[config.mk]
export PLATFORM = sky130hd
export DESIGN_NAME = vector_distance_unit
export DESIGN_NICKNAME = d
export VERILOG_FILES = /design/src/vdu_pkg.sv /design/src/vdu_datapath.sv /design/src/vdu_ctrl.sv /design/src/vector_distance_unit.sv
export VERILOG_INCLUDE_DIRS = /design/src /design/src/src
export SDC_FILE = /design/constraint.sdc
export NUM_CORES = 2
export LEC_CHECK = 0
export ABC_AREA = 1
export BUFFER_PORTS_ARGS = -buffer_cell sky130_fd_sc_hd__buf_2
export CORE_MARGIN = 2
export CORE_UTILIZATION = 35
export DETAILED_ROUTE_END_ITERATION = 8
export SLEW_MARGIN = 30
export SYNTH_ARGS = -nofsm -noshare
export SYNTH_HDL_FRONTEND = slang
export SYNTH_SLANG_ARGS = --single-unit
[constraint.sdc]
create_clock -name clk_i -period 11.9 [get_ports clk_i]
set_clock_uncertainty 0.15 [all_clocks]
set_input_delay 0.595 -clock clk_i [delete_from_list [all_inputs] [get_ports clk_i]]
set_output_delay 0.595 -clock clk_i [all_outputs]
set_load 0.1 [all_outputs]
[src/vector_distance_unit_assert.svh]
// ----------------------------------------------------------------------------
// vector_distance_unit assertion macros
// Concurrent checks that compile to nothing when SYNTH is defined.
// ----------------------------------------------------------------------------
`ifndef VECTOR_DISTANCE_UNIT_ASSERT_SVH
`define VECTOR_DISTANCE_UNIT_ASSERT_SVH
`ifndef SYNTH
// same-cycle implication
`define VDU_ASSERT(label, clk, rst_n, ante, cons) \
  label: assert property (@(posedge clk) disable iff (!rst_n) (ante) |-> (cons)) \
    else $error("vdu assertion failed: %m");
// next-cycle implication
`define VDU_ASSERT_NEXT(label, clk, rst_n, ante, cons) \
  label: assert property (@(posedge clk) disable iff (!rst_n) (ante) |=> (cons)) \
    else $error("vdu assertion failed: %m");
`else
`define VDU_ASSERT(label, clk, rst_n, ante, cons)
`define VDU_ASSERT_NEXT(label, clk, rst_n, ante, cons)
`endif
`endif

[src/vdu_pkg.sv]
// ----------------------------------------------------------------------------
// vdu_pkg
// Widths, metric codes and controller/datapath interface types.
// ----------------------------------------------------------------------------
package vdu_pkg;

  localparam int DATA_WIDTH = 16;
  localparam int FRAC_BITS  = 16;
  localparam int ACC_BITS   = 48;

  localparam int DIFF_W     = DATA_WIDTH + 1;          // |a-b|, |a|+|b|
  localparam int SQR_W      = 2 * DIFF_W;              // squared difference
  localparam int SUM_W      = ((SQR_W > ACC_BITS) ? SQR_W : ACC_BITS) + 1;
  localparam int QUO_W      = FRAC_BITS + 1;           // quotient <= 1.0
  localparam int DREM_W     = DIFF_W + 1;              // divider remainder
  localparam int SQRT_HALF  = ACC_BITS / 2;
  localparam int ROOT_W     = SQRT_HALF + FRAC_BITS;   // root bits
  localparam int SREM_W     = ROOT_W + 2;              // root remainder
  localparam int DIV_STEPS  = QUO_W;
  localparam int SQRT_STEPS = ROOT_W;
  localparam int CNT_W      = $clog2(SQRT_STEPS);

  localparam int IN_TDATA_W  = ((2 * DATA_WIDTH + 7) / 8) * 8;
  localparam int OUT_TDATA_W = ((ACC_BITS + 7) / 8) * 8;

  localparam int METRIC_W = 2;
  localparam logic [METRIC_W-1:0] METRIC_EUCLID    = 2'd0;
  localparam logic [METRIC_W-1:0] METRIC_CANBERRA  = 2'd1;
  localparam logic [METRIC_W-1:0] METRIC_CHEBYSHEV = 2'd2;
  localparam logic [METRIC_W-1:0] METRIC_MANHATTAN = 2'd3;

  typedef struct packed {
    logic capture;      // take a new pair
    logic prep;         // square, divider setup
    logic div_step;     // one quotient bit
    logic accumulate;   // fold the pair into the running state
    logic sqrt_init;    // load root unit from accumulator
    logic sqrt_step;    // one root bit
    logic result_load;  // fill output register
  } vdu_cmd_t;

  typedef struct packed {
    logic [METRIC_W-1:0] metric;
    logic                last;
    logic                den_zero;
    logic                out_busy;
  } vdu_sts_t;

endpackage

[src/vdu_datapath.sv]
// ----------------------------------------------------------------------------
// vdu_datapath
// Pair capture, squarer, bit-serial divider, digit-serial root, accumulators.
// ----------------------------------------------------------------------------
module vdu_datapath (
  input  logic                                  clk_i,
  input  logic                                  rst_ni,
  input  logic                                  cfg_we_i,
  input  logic [vdu_pkg::METRIC_W-1:0]          cfg_wdata_i,
  input  logic signed [vdu_pkg::DATA_WIDTH-1:0] elem_a_i,
  input  logic signed [vdu_pkg::DATA_WIDTH-1:0] elem_b_i,
  input  logic                                  last_pair_i,
  input  vdu_pkg::vdu_cmd_t                     cmd_i,
  output vdu_pkg::vdu_sts_t                     sts_o,
  output logic                                  out_valid_o,
  input  logic                                  out_ready_i,
  output logic [vdu_pkg::ACC_BITS-1:0]          distance_o,
  output logic                                  zero_den_o
);

  localparam logic [vdu_pkg::ACC_BITS-1:0] ACC_MAX = '1;

  logic [vdu_pkg::METRIC_W-1:0] metric_q;
  logic [vdu_pkg::DIFF_W-1:0]   diff_q, den_q, max_q;
  logic                         last_q;
  logic [vdu_pkg::SQR_W-1:0]    sq_q;
  logic [vdu_pkg::DREM_W-1:0]   rem_q;
  logic [vdu_pkg::QUO_W-1:0]    quo_q;
  logic [vdu_pkg::ACC_BITS-1:0] acc_q, src_q, dist_q;
  logic                         err_q, first_q, out_valid_q, zden_q;
  logic [vdu_pkg::SREM_W-1:0]   srem_q;
  logic [vdu_pkg::ROOT_W-1:0]   root_q;

  // capture arithmetic
  logic signed [vdu_pkg::DIFF_W-1:0] dif_s;
  logic [vdu_pkg::DATA_WIDTH-1:0]    mag_a, mag_b;
  logic [vdu_pkg::DIFF_W-1:0]        diff_in, den_in;

  // divider
  logic                         div_ge;
  logic [vdu_pkg::DREM_W-1:0]   div_sub;

  // accumulator
  logic [vdu_pkg::SUM_W-1:0]    term, sum;
  logic [vdu_pkg::ACC_BITS-1:0] acc_sat;

  // root
  logic [vdu_pkg::SREM_W+1:0]   s_work, s_trial, s_diff;
  logic                         s_ge;

  logic [vdu_pkg::ACC_BITS-1:0] dist_d;

  function automatic logic [vdu_pkg::ACC_BITS-1:0] sat_shift(
    input logic [vdu_pkg::ACC_BITS-1:0] v
  );
    if (v[vdu_pkg::ACC_BITS-1:vdu_pkg::ACC_BITS-vdu_pkg::FRAC_BITS] != '0) begin
      return ACC_MAX;
    end
    return {v[vdu_pkg::ACC_BITS-vdu_pkg::FRAC_BITS-1:0], {vdu_pkg::FRAC_BITS{1'b0}}};
  endfunction

  always_comb begin
    dif_s   = vdu_pkg::DIFF_W'(elem_a_i) - vdu_pkg::DIFF_W'(elem_b_i);
    diff_in = dif_s[vdu_pkg::DIFF_W-1] ? vdu_pkg::DIFF_W'(-dif_s) : vdu_pkg::DIFF_W'(dif_s);
    mag_a   = elem_a_i[vdu_pkg::DATA_WIDTH-1] ? vdu_pkg::DATA_WIDTH'(-elem_a_i)
                                              : vdu_pkg::DATA_WIDTH'(elem_a_i);
    mag_b   = elem_b_i[vdu_pkg::DATA_WIDTH-1] ? vdu_pkg::DATA_WIDTH'(-elem_b_i)
                                              : vdu_pkg::DATA_WIDTH'(elem_b_i);
    den_in  = {1'b0, mag_a} + {1'b0, mag_b};
  end

  // restoring division, quotient MSB first
  assign div_sub = rem_q - {1'b0, den_q};
  assign div_ge  = rem_q >= {1'b0, den_q};

  always_comb begin
    case (metric_q)
      vdu_pkg::METRIC_EUCLID:   term = vdu_pkg::SUM_W'(sq_q);
      vdu_pkg::METRIC_CANBERRA: term = vdu_pkg::SUM_W'(quo_q);
      default:                  term = vdu_pkg::SUM_W'(diff_q);
    endcase
    sum     = vdu_pkg::SUM_W'(acc_q) + term;
    acc_sat = (sum[vdu_pkg::SUM_W-1:vdu_pkg::ACC_BITS] != '0) ? ACC_MAX
                                                          : sum[vdu_pkg::ACC_BITS-1:0];
  end

  // square root, one result bit per step
  assign s_work  = {srem_q, src_q[vdu_pkg::ACC_BITS-1 -: 2]};
  assign s_trial = (vdu_pkg::SREM_W+2)'({root_q, 2'b01});
  assign s_diff  = s_work - s_trial;
  assign s_ge    = s_work >= s_trial;

  always_comb begin
    case (metric_q)
      vdu_pkg::METRIC_EUCLID:    dist_d = vdu_pkg::ACC_BITS'(root_q);
      vdu_pkg::METRIC_CANBERRA:  dist_d = acc_q;
      vdu_pkg::METRIC_CHEBYSHEV: dist_d = sat_shift(vdu_pkg::ACC_BITS'(max_q));
      default:                   dist_d = sat_shift(acc_q);
    endcase
    if (err_q) begin
      dist_d = '0;
    end
  end

  // control-visible state
  always_ff @(posedge clk_i or negedge rst_ni) begin
    if (!rst_ni) begin
      metric_q    <= vdu_pkg::METRIC_EUCLID;
      acc_q       <= '0;
      max_q       <= '0;
      err_q       <= 1'b0;
      first_q     <= 1'b1;
      out_valid_q <= 1'b0;
    end else begin
      if (cfg_we_i) begin
        metric_q <= cfg_wdata_i;
      end
      if (cmd_i.capture && first_q) begin
        acc_q   <= '0;
        max_q   <= '0;
        err_q   <= 1'b0;
        first_q <= 1'b0;
      end
      if (cmd_i.accumulate) begin
        case (metric_q)
          vdu_pkg::METRIC_CANBERRA: begin
            if (den_q == '0) begin
              err_q <= 1'b1;
            end else begin
              acc_q <= acc_sat;
            end
          end
          vdu_pkg::METRIC_CHEBYSHEV: begin
            if (diff_q > max_q) begin
              max_q <= diff_q;
            end
          end
          default: acc_q <= acc_sat;
        endcase
      end
      if (cmd_i.result_load) begin
        first_q     <= 1'b1;
        out_valid_q <= 1'b1;
      end else if (out_ready_i) begin
        out_valid_q <= 1'b0;
      end
    end
  end

  // payload registers
  always_ff @(posedge clk_i) begin
    if (cmd_i.capture) begin
      diff_q <= diff_in;
      den_q  <= den_in;
      last_q <= last_pair_i;
    end
    if (cmd_i.prep) begin
      sq_q  <= vdu_pkg::SQR_W'(diff_q * diff_q);
      rem_q <= {1'b0, diff_q};
      quo_q <= '0;
    end
    if (cmd_i.div_step) begin
      rem_q <= div_ge ? {div_sub[vdu_pkg::DREM_W-2:0], 1'b0}
                      : {rem_q[vdu_pkg::DREM_W-2:0], 1'b0};
      quo_q <= {quo_q[vdu_pkg::QUO_W-2:0], div_ge};
    end
    if (cmd_i.sqrt_init) begin
      src_q  <= acc_q;
      srem_q <= '0;
      root_q <= '0;
    end
    if (cmd_i.sqrt_step) begin
      src_q  <= {src_q[vdu_pkg::ACC_BITS-3:0], 2'b00};
      srem_q <= s_ge ? s_diff[vdu_pkg::SREM_W-1:0] : s_work[vdu_pkg::SREM_W-1:0];
      root_q <= {root_q[vdu_pkg::ROOT_W-2:0], s_ge};
    end
    if (cmd_i.result_load) begin
      dist_q <= dist_d;
      zden_q <= err_q;
    end
  end

  assign sts_o.metric   = metric_q;
  assign sts_o.last     = last_q;
  assign sts_o.den_zero = (den_q == '0);
  assign sts_o.out_busy = out_valid_q && !out_ready_i;

  assign out_valid_o = out_valid_q;
  assign distance_o  = dist_q;
  assign zero_den_o  = zden_q;

endmodule

[src/vdu_ctrl.sv]
// ----------------------------------------------------------------------------
// vdu_ctrl
// Sequencer: capture, prepare, divide or root iterations, accumulate, result.
// ----------------------------------------------------------------------------
`include "vector_distance_unit_assert.svh"

module vdu_ctrl (
  input  logic              clk_i,
  input  logic              rst_ni,
  input  logic              in_valid_i,
  output logic              in_ready_o,
  input  vdu_pkg::vdu_sts_t sts_i,
  output vdu_pkg::vdu_cmd_t cmd_o
);

  localparam logic [2:0] ST_IDLE = 3'd0;
  localparam logic [2:0] ST_PREP = 3'd1;
  localparam logic [2:0] ST_DIV  = 3'd2;
  localparam logic [2:0] ST_ACC  = 3'd3;
  localparam logic [2:0] ST_SQLD = 3'd4;
  localparam logic [2:0] ST_SQRT = 3'd5;
  localparam logic [2:0] ST_DONE = 3'd6;

  localparam logic [vdu_pkg::CNT_W-1:0] DIV_LAST  = vdu_pkg::CNT_W'(vdu_pkg::DIV_STEPS - 1);
  localparam logic [vdu_pkg::CNT_W-1:0] SQRT_LAST = vdu_pkg::CNT_W'(vdu_pkg::SQRT_STEPS - 1);

  logic [2:0]                state_q, state_d;
  logic [vdu_pkg::CNT_W-1:0] cnt_q, cnt_d;

  always_comb begin
    state_d    = state_q;
    cnt_d      = cnt_q;
    cmd_o      = '0;
    in_ready_o = 1'b0;
    case (state_q)
      ST_IDLE: begin
        in_ready_o = 1'b1;
        if (in_valid_i) begin
          cmd_o.capture = 1'b1;
          state_d       = ST_PREP;
        end
      end
      ST_PREP: begin
        cmd_o.prep = 1'b1;
        cnt_d      = '0;
        if (sts_i.metric == vdu_pkg::METRIC_CANBERRA && !sts_i.den_zero) begin
          state_d = ST_DIV;
        end else begin
          state_d = ST_ACC;
        end
      end
      ST_DIV: begin
        cmd_o.div_step = 1'b1;
        cnt_d          = cnt_q + 1'b1;
        if (cnt_q == DIV_LAST) begin
          state_d = ST_ACC;
        end
      end
      ST_ACC: begin
        cmd_o.accumulate = 1'b1;
        if (!sts_i.last) begin
          state_d = ST_IDLE;
        end else if (sts_i.metric == vdu_pkg::METRIC_EUCLID) begin
          state_d = ST_SQLD;
        end else begin
          state_d = ST_DONE;
        end
      end
      ST_SQLD: begin
        cmd_o.sqrt_init = 1'b1;
        cnt_d           = '0;
        state_d         = ST_SQRT;
      end
      ST_SQRT: begin
        cmd_o.sqrt_step = 1'b1;
        cnt_d           = cnt_q + 1'b1;
        if (cnt_q == SQRT_LAST) begin
          state_d = ST_DONE;
        end
      end
      ST_DONE: begin
        if (!sts_i.out_busy) begin
          cmd_o.result_load = 1'b1;
          state_d           = ST_IDLE;
        end
      end
      default: state_d = ST_IDLE;
    endcase
  end

  always_ff @(posedge clk_i or negedge rst_ni) begin
    if (!rst_ni) begin
      state_q <= ST_IDLE;
      cnt_q   <= '0;
    end else begin
      state_q <= state_d;
      cnt_q   <= cnt_d;
    end
  end

  `VDU_ASSERT(a_div_bound, clk_i, rst_ni, state_q == ST_DIV, cnt_q <= DIV_LAST)
  `VDU_ASSERT(a_sqrt_bound, clk_i, rst_ni, state_q == ST_SQRT, cnt_q <= SQRT_LAST)
  `VDU_ASSERT(a_done_on_last, clk_i, rst_ni, state_q == ST_DONE, sts_i.last)
  `VDU_ASSERT_NEXT(a_div_exit, clk_i, rst_ni, state_q == ST_DIV && cnt_q == DIV_LAST, state_q == ST_ACC)

endmodule

[src/vector_distance_unit.sv]
// ----------------------------------------------------------------------------
// vector_distance_unit: Euclidean / Canberra / Chebyshev / Manhattan distance
// Each pair is captured, prepared and accumulated; Canberra adds a 17-step divider.
// The last pair then loads the output register; Euclidean first runs the
// 40-step digit-serial root. The output register lets the next pair in early.
// Async active-low reset: metric Euclidean, accumulators clear, no result.
// ----------------------------------------------------------------------------
module vector_distance_unit (
  input  logic                               clk_i,
  input  logic                               rst_ni,

  // metric register (0 Euclidean, 1 Canberra, 2 Chebyshev, 3 Manhattan)
  input  logic                               cfg_we_i,
  input  logic [vdu_pkg::METRIC_W-1:0]       cfg_wdata_i,

  // element pair stream
  input  logic                               s_axis_tvalid,
  output logic                               s_axis_tready,
  input  logic [vdu_pkg::IN_TDATA_W-1:0]     s_axis_tdata,   // elem_a, elem_b
  input  logic                               s_axis_tlast,   // last_pair

  // distance stream
  output logic                               m_axis_tvalid,
  input  logic                               m_axis_tready,
  output logic [vdu_pkg::OUT_TDATA_W-1:0]    m_axis_tdata,   // distance
  output logic                               m_axis_tuser    // zero_denominator
);

  vdu_pkg::vdu_cmd_t cmd;
  vdu_pkg::vdu_sts_t sts;

  logic [vdu_pkg::ACC_BITS-1:0] distance;

  // Controller: one pair per transaction, walks the pair through prepare,
  // optional divider iterations, accumulate, and (on the last pair) the
  // Euclidean root iterations and the output register load.
  vdu_ctrl u_ctrl (
    .clk_i      (clk_i),
    .rst_ni     (rst_ni),
    .in_valid_i (s_axis_tvalid),
    .in_ready_o (s_axis_tready),
    .sts_i      (sts),
    .cmd_o      (cmd)
  );

  // Datapath: elem_a in the low half of tdata, elem_b above it.
  vdu_datapath u_datapath (
    .clk_i       (clk_i),
    .rst_ni      (rst_ni),
    .cfg_we_i    (cfg_we_i),
    .cfg_wdata_i (cfg_wdata_i),
    .elem_a_i    (s_axis_tdata[vdu_pkg::DATA_WIDTH-1:0]),
    .elem_b_i    (s_axis_tdata[2*vdu_pkg::DATA_WIDTH-1:vdu_pkg::DATA_WIDTH]),
    .last_pair_i (s_axis_tlast),
    .cmd_i       (cmd),
    .sts_o       (sts),
    .out_valid_o (m_axis_tvalid),
    .out_ready_i (m_axis_tready),
    .distance_o  (distance),
    .zero_den_o  (m_axis_tuser)
  );

  // distance zero-extended to whole bytes
  assign m_axis_tdata = vdu_pkg::OUT_TDATA_W'(distance);

endmodule
==> run summary <==
CTS
- 360 — CTS Sinks
- 3 — maximum root-to-sink buffer count
- done — CTS tree
- 0.61 ns — clock insertion delay at the later pin of the skew report
- sky130_fd_sc_hd__clkbuf_16 — CTS Root Cell
- 2 — CTS H-Tree Depth
- 0 — post-CTS setup repair buffer count
- 43 — TritonCTS Buffers
- 0.06 ns — Worst-path clk slew

Route
- 6 — first-pass detailed-route iteration total
- 30300 — number of vias in the routed layout
- 0 — detailed-route DRC error count
- 2651 — number of DRC violations after detailed-routing iteration 0
- 109 mm — overall routed net length
- 5.16 — vias per std cell
- 18.5 um — routed length per instance
- 0 — post-route antenna net violation count

STA
- 0.318 — Worst slew margin
- 151 MHz — Fmax achieved
- 0 — Final Hold Fails
- 0 — fin. max-slew vios
- 0.557 — final critical-path share of the clock period
- 6.63 ns — min Tclk post-route
- 1.02 ns — transition time at the pin with the least slew margin
- false — unrepaired setup endpoints after global routing
- 0 — total of endpoints with negative setup slack in the final report
- 0 ns — total negative slack for setup checks

Yosys
- 0 — Yosys warning count
- 35000 um^2 — area of the mapped netlist
- sky130_fd_sc_hd__edfxtp_1 — library cell with the largest summed area after synthesis
- 0.239 — share of Yosys cell area claimed by the top area cell type
- sky130_fd_sc_hd__edfxtp_1 24%, sky130_fd_sc_hd__fa_1 11%, sky130_fd_sc_hd__nand2_1 11% — largest cells by area after synthesis
- 360 — synthesized flop and latch total
- 7.74 um^2 — Avg Cell Area, Syn
- 0.219 — proportion of synthesized flip-flops having asynchronous set or reset
- 65 — count of different cell masters after synthesis
- 4524 — synthesized instance count
- 279 — number of flops mapped to enable cells by yosys
- sky130_fd_sc_hd__edfxtp_1 — flip-flop cell with the highest count after synthesis
- 0.297 — share of the yosys chip area belonging to registers
- 5022 — synthesized net count

Floorplanning
- 99600 um^2 — area inside the core boundary
- 0.352 — starting density of the core
- 320 um — Die Height
- 320 um — horizontal die dimension
- 116 — Core Rows
- 91 — top-level I/O count
- 103000 um^2 — die area

Run
- 0 — # Max-Cap Violations

Critical path
- nand2_1 > fa_1 > inv_1 > fa_1 > inv_1 > fa_1 > fa_1 > inv_1 > fa_1 > inv_1 > fa_1 > inv_1 > ha_1 > a21oi_1 > inv_1 > a31oi_1 > a21boi_0 > o21ai_1 > nand2_1 > a21o_1 > nand2_1 — crit-path cells
- 6 — total buffers and inverters traversed by the critical path
- 21 — Worst Reg-to-Reg Cells
- flip-flop — nature of the critical path startpoint
- u_datapath.diff_q[2] — reg-to-reg critical path startpoint
- reg -> reg — critical setup path kind
- sky130_fd_sc_hd__edfxtp_1 — crit path max-delay cell type
- adder cells — critical path's top delay family
- 20 — critical path fanouts, max
- 5.27 ns — slack of the worst reg-to-reg path
- u_datapath.sq_q[23] — capturing point of the worst reg2reg path
- 6.83 ns — Crit path arrival time
- 1.02 ns — critical path's largest stage delay
- 12.10 ns — data required time of the worst path
- flip-flop — type of element capturing the critical path

GRT
- 0 — sum of overflow across all layers after global routing
- 0.210 — global-route usage over all layers
- 169 mm — global-route wire length before repair
- 86 — pin count of the biggest net entering global routing
- 2 — antenna violations before repair
- 29400 — number of global-route vias before repair

Outcome
- finished, final reports clean — run status

Placed design
- 90 — number of buffer cells added on primary ports
- 83.6 mm — HPWL reported at the end of detailed placement
- 0.955 — final weighted congestion of routability-driven global placement

Min path
- m_axis_tready — hold wc startpoint
- in -> reg — hold crit path type
- u_datapath.out_valid_o — Hold Crit Endpoint
- 2 — cell count of the worst hold path

Layout
- 5047 — # nets final
- 0 — number of antenna diodes
- 9.02% — relative area change from synthesis to final layout
- 0.0742 — layout cell share with drive strength beyond 1

[metal layers]
| layer | vias to the layer above | GRT usage | share of wire |
|---|---|---|---|
| met1 | 14500 | 0.295 | 0.46 |
| met3 | 142 | 0.0327 | 0.070 |
| met5 | - | 0 | 0.00016 |
| li1 | 14700 | - | - |
| met4 | 2 | 0.0570 | 0.027 |
| met2 | 990 | 0.336 | 0.45 |
[state kept, by name (all words and copies together), names as in the netlist, 2 cells and up]
name	count
u_ctrl.state_q	3
u_datapath.distance_o	48
u_datapath.max_q	17
u_datapath.diff_q	16
u_ctrl.cnt_q	6
u_datapath.quo_q	17
u_datapath.srem_q	42
u_datapath.den_q	17
u_datapath.metric_q	2
u_datapath.root_q	40
u_datapath.acc_q	48
u_datapath.sq_q	33
u_datapath.rem_q	18
u_datapath.src_q	48
[metrics by stage]
step	std cells	utilization	hold WS [ns]	instance area [um^2]	setup slack, ns
6_report	5882	0.383	0.0423	38200	5.27
5_1_grt	5882	0.383	0.0611	38200	4.95
4_1_cts	5877	0.383	0.0140	38100	5.29
3_5_place_dp	5796	0.368	0.321	36600	5.29
3_3_place_gp	5795	0.368	0.316	36600	5.37
2_1_floorplan	4524	-	0.149	35000	5.82
[synth_stat cells, types with 16 or more instances]
master	instances
sky130_fd_sc_hd__a21o_1	18
sky130_fd_sc_hd__a21oi_1	256
sky130_fd_sc_hd__a21oi_2	48
sky130_fd_sc_hd__a22oi_1	31
sky130_fd_sc_hd__a31oi_1	72
sky130_fd_sc_hd__buf_2	17
sky130_fd_sc_hd__clkbuf_1	94
sky130_fd_sc_hd__dfrtp_1	78
sky130_fd_sc_hd__edfxtp_1	279
sky130_fd_sc_hd__fa_1	196
sky130_fd_sc_hd__ha_1	262
sky130_fd_sc_hd__inv_1	878
sky130_fd_sc_hd__inv_2	18
sky130_fd_sc_hd__nand2_1	995
sky130_fd_sc_hd__nand2_2	18
sky130_fd_sc_hd__nand3_1	171
sky130_fd_sc_hd__nand4_1	47
sky130_fd_sc_hd__nor2_1	365
sky130_fd_sc_hd__nor3_1	43
sky130_fd_sc_hd__o21ai_0	195
sky130_fd_sc_hd__o21ai_1	43
sky130_fd_sc_hd__o21bai_1	16
sky130_fd_sc_hd__o22ai_1	28
sky130_fd_sc_hd__xnor2_1	39
sky130_fd_sc_hd__xor2_1	111
[cells in the final DEF, fill, tap and decap left out, types with 15 or more instances in the layout]
cell	netlist	layout
sky130_fd_sc_hd__o21bai_1	16	16
sky130_fd_sc_hd__fa_1	196	196
sky130_fd_sc_hd__inv_1	878	878
sky130_fd_sc_hd__clkbuf_16	0	43
sky130_fd_sc_hd__edfxtp_1	279	279
sky130_fd_sc_hd__nand2_1	995	992
sky130_fd_sc_hd__nand3_2	15	15
sky130_fd_sc_hd__nor3_1	43	43
sky130_fd_sc_hd__nor2_1	365	361
sky130_fd_sc_hd__xor2_1	111	111
sky130_fd_sc_hd__buf_4	8	30
sky130_fd_sc_hd__a21oi_1	256	256
sky130_fd_sc_hd__o22ai_1	28	28
sky130_fd_sc_hd__dfrtp_1	78	78
sky130_fd_sc_hd__o21ai_1	43	42
sky130_fd_sc_hd__a21o_1	18	18
sky130_fd_sc_hd__xnor2_1	39	39
sky130_fd_sc_hd__inv_2	18	18
sky130_fd_sc_hd__nand3_1	171	171
sky130_fd_sc_hd__nand2_2	18	20
sky130_fd_sc_hd__o21ai_0	195	195
sky130_fd_sc_hd__a22oi_1	31	31
sky130_fd_sc_hd__ha_1	262	262
sky130_fd_sc_hd__a31oi_1	72	72
sky130_fd_sc_hd__nand4_1	47	47
sky130_fd_sc_hd__buf_2	17	89
sky130_fd_sc_hd__a21oi_2	48	48
[final cells by class]
type | instances | area, um^2
clock buffers | 52 | 1120
flip-flops and latches | 360 | 10400
fillers | 10400 | 61400
multi-input cells | 3117 | 20500
repair buffers | 126 | 788
inverters | 901 | 3380
clock inverters | 28 | 323
well taps | 1298 | 1620
[worst max path at each step]
stage	from	endpoint	cells past startpoint
6_report	u_datapath.diff_q[2]	u_datapath.sq_q[23]	21
2_1_floorplan	u_datapath.diff_q[5]	u_datapath.sq_q[26]	23
3_5_place_dp	u_datapath.diff_q[10]	u_datapath.sq_q[26]	21
4_1_cts	u_datapath.diff_q[10]	u_datapath.sq_q[26]	21
5_1_grt	u_datapath.diff_q[1]	u_datapath.sq_q[26]	20
3_3_place_gp	u_datapath.diff_q[9]	u_datapath.sq_q[23]	21
[timing repair]
| item | 4_1_cts | 5_1_grt |
|---|---|---|
| hold endpoints to repair | 17 | 0 |
| resized for setup | 0 | 0 |
| hold buffers | 1 | 0 |
[cell families (layout without fill, tap and decap cells)]
family | after synthesis | count (layout) | synth area share
XOR/XNOR | 151 | 151 | 0.0380
adder cells (fa/ha/maj) | 458 | 458 | 0.206
flip-flops | 360 | 360 | 0.297
AO/OA/AOI/OAI | 797 | 797 | 0.136
AND/OR/NAND/NOR | 1711 | 1711 | 0.206
buffers and inverters | 1047 | 1107 | 0.118
Power is left out: the tool's default activity adds up to more than one toggle a clock period on the data nets, which glitch-free logic cannot reach.
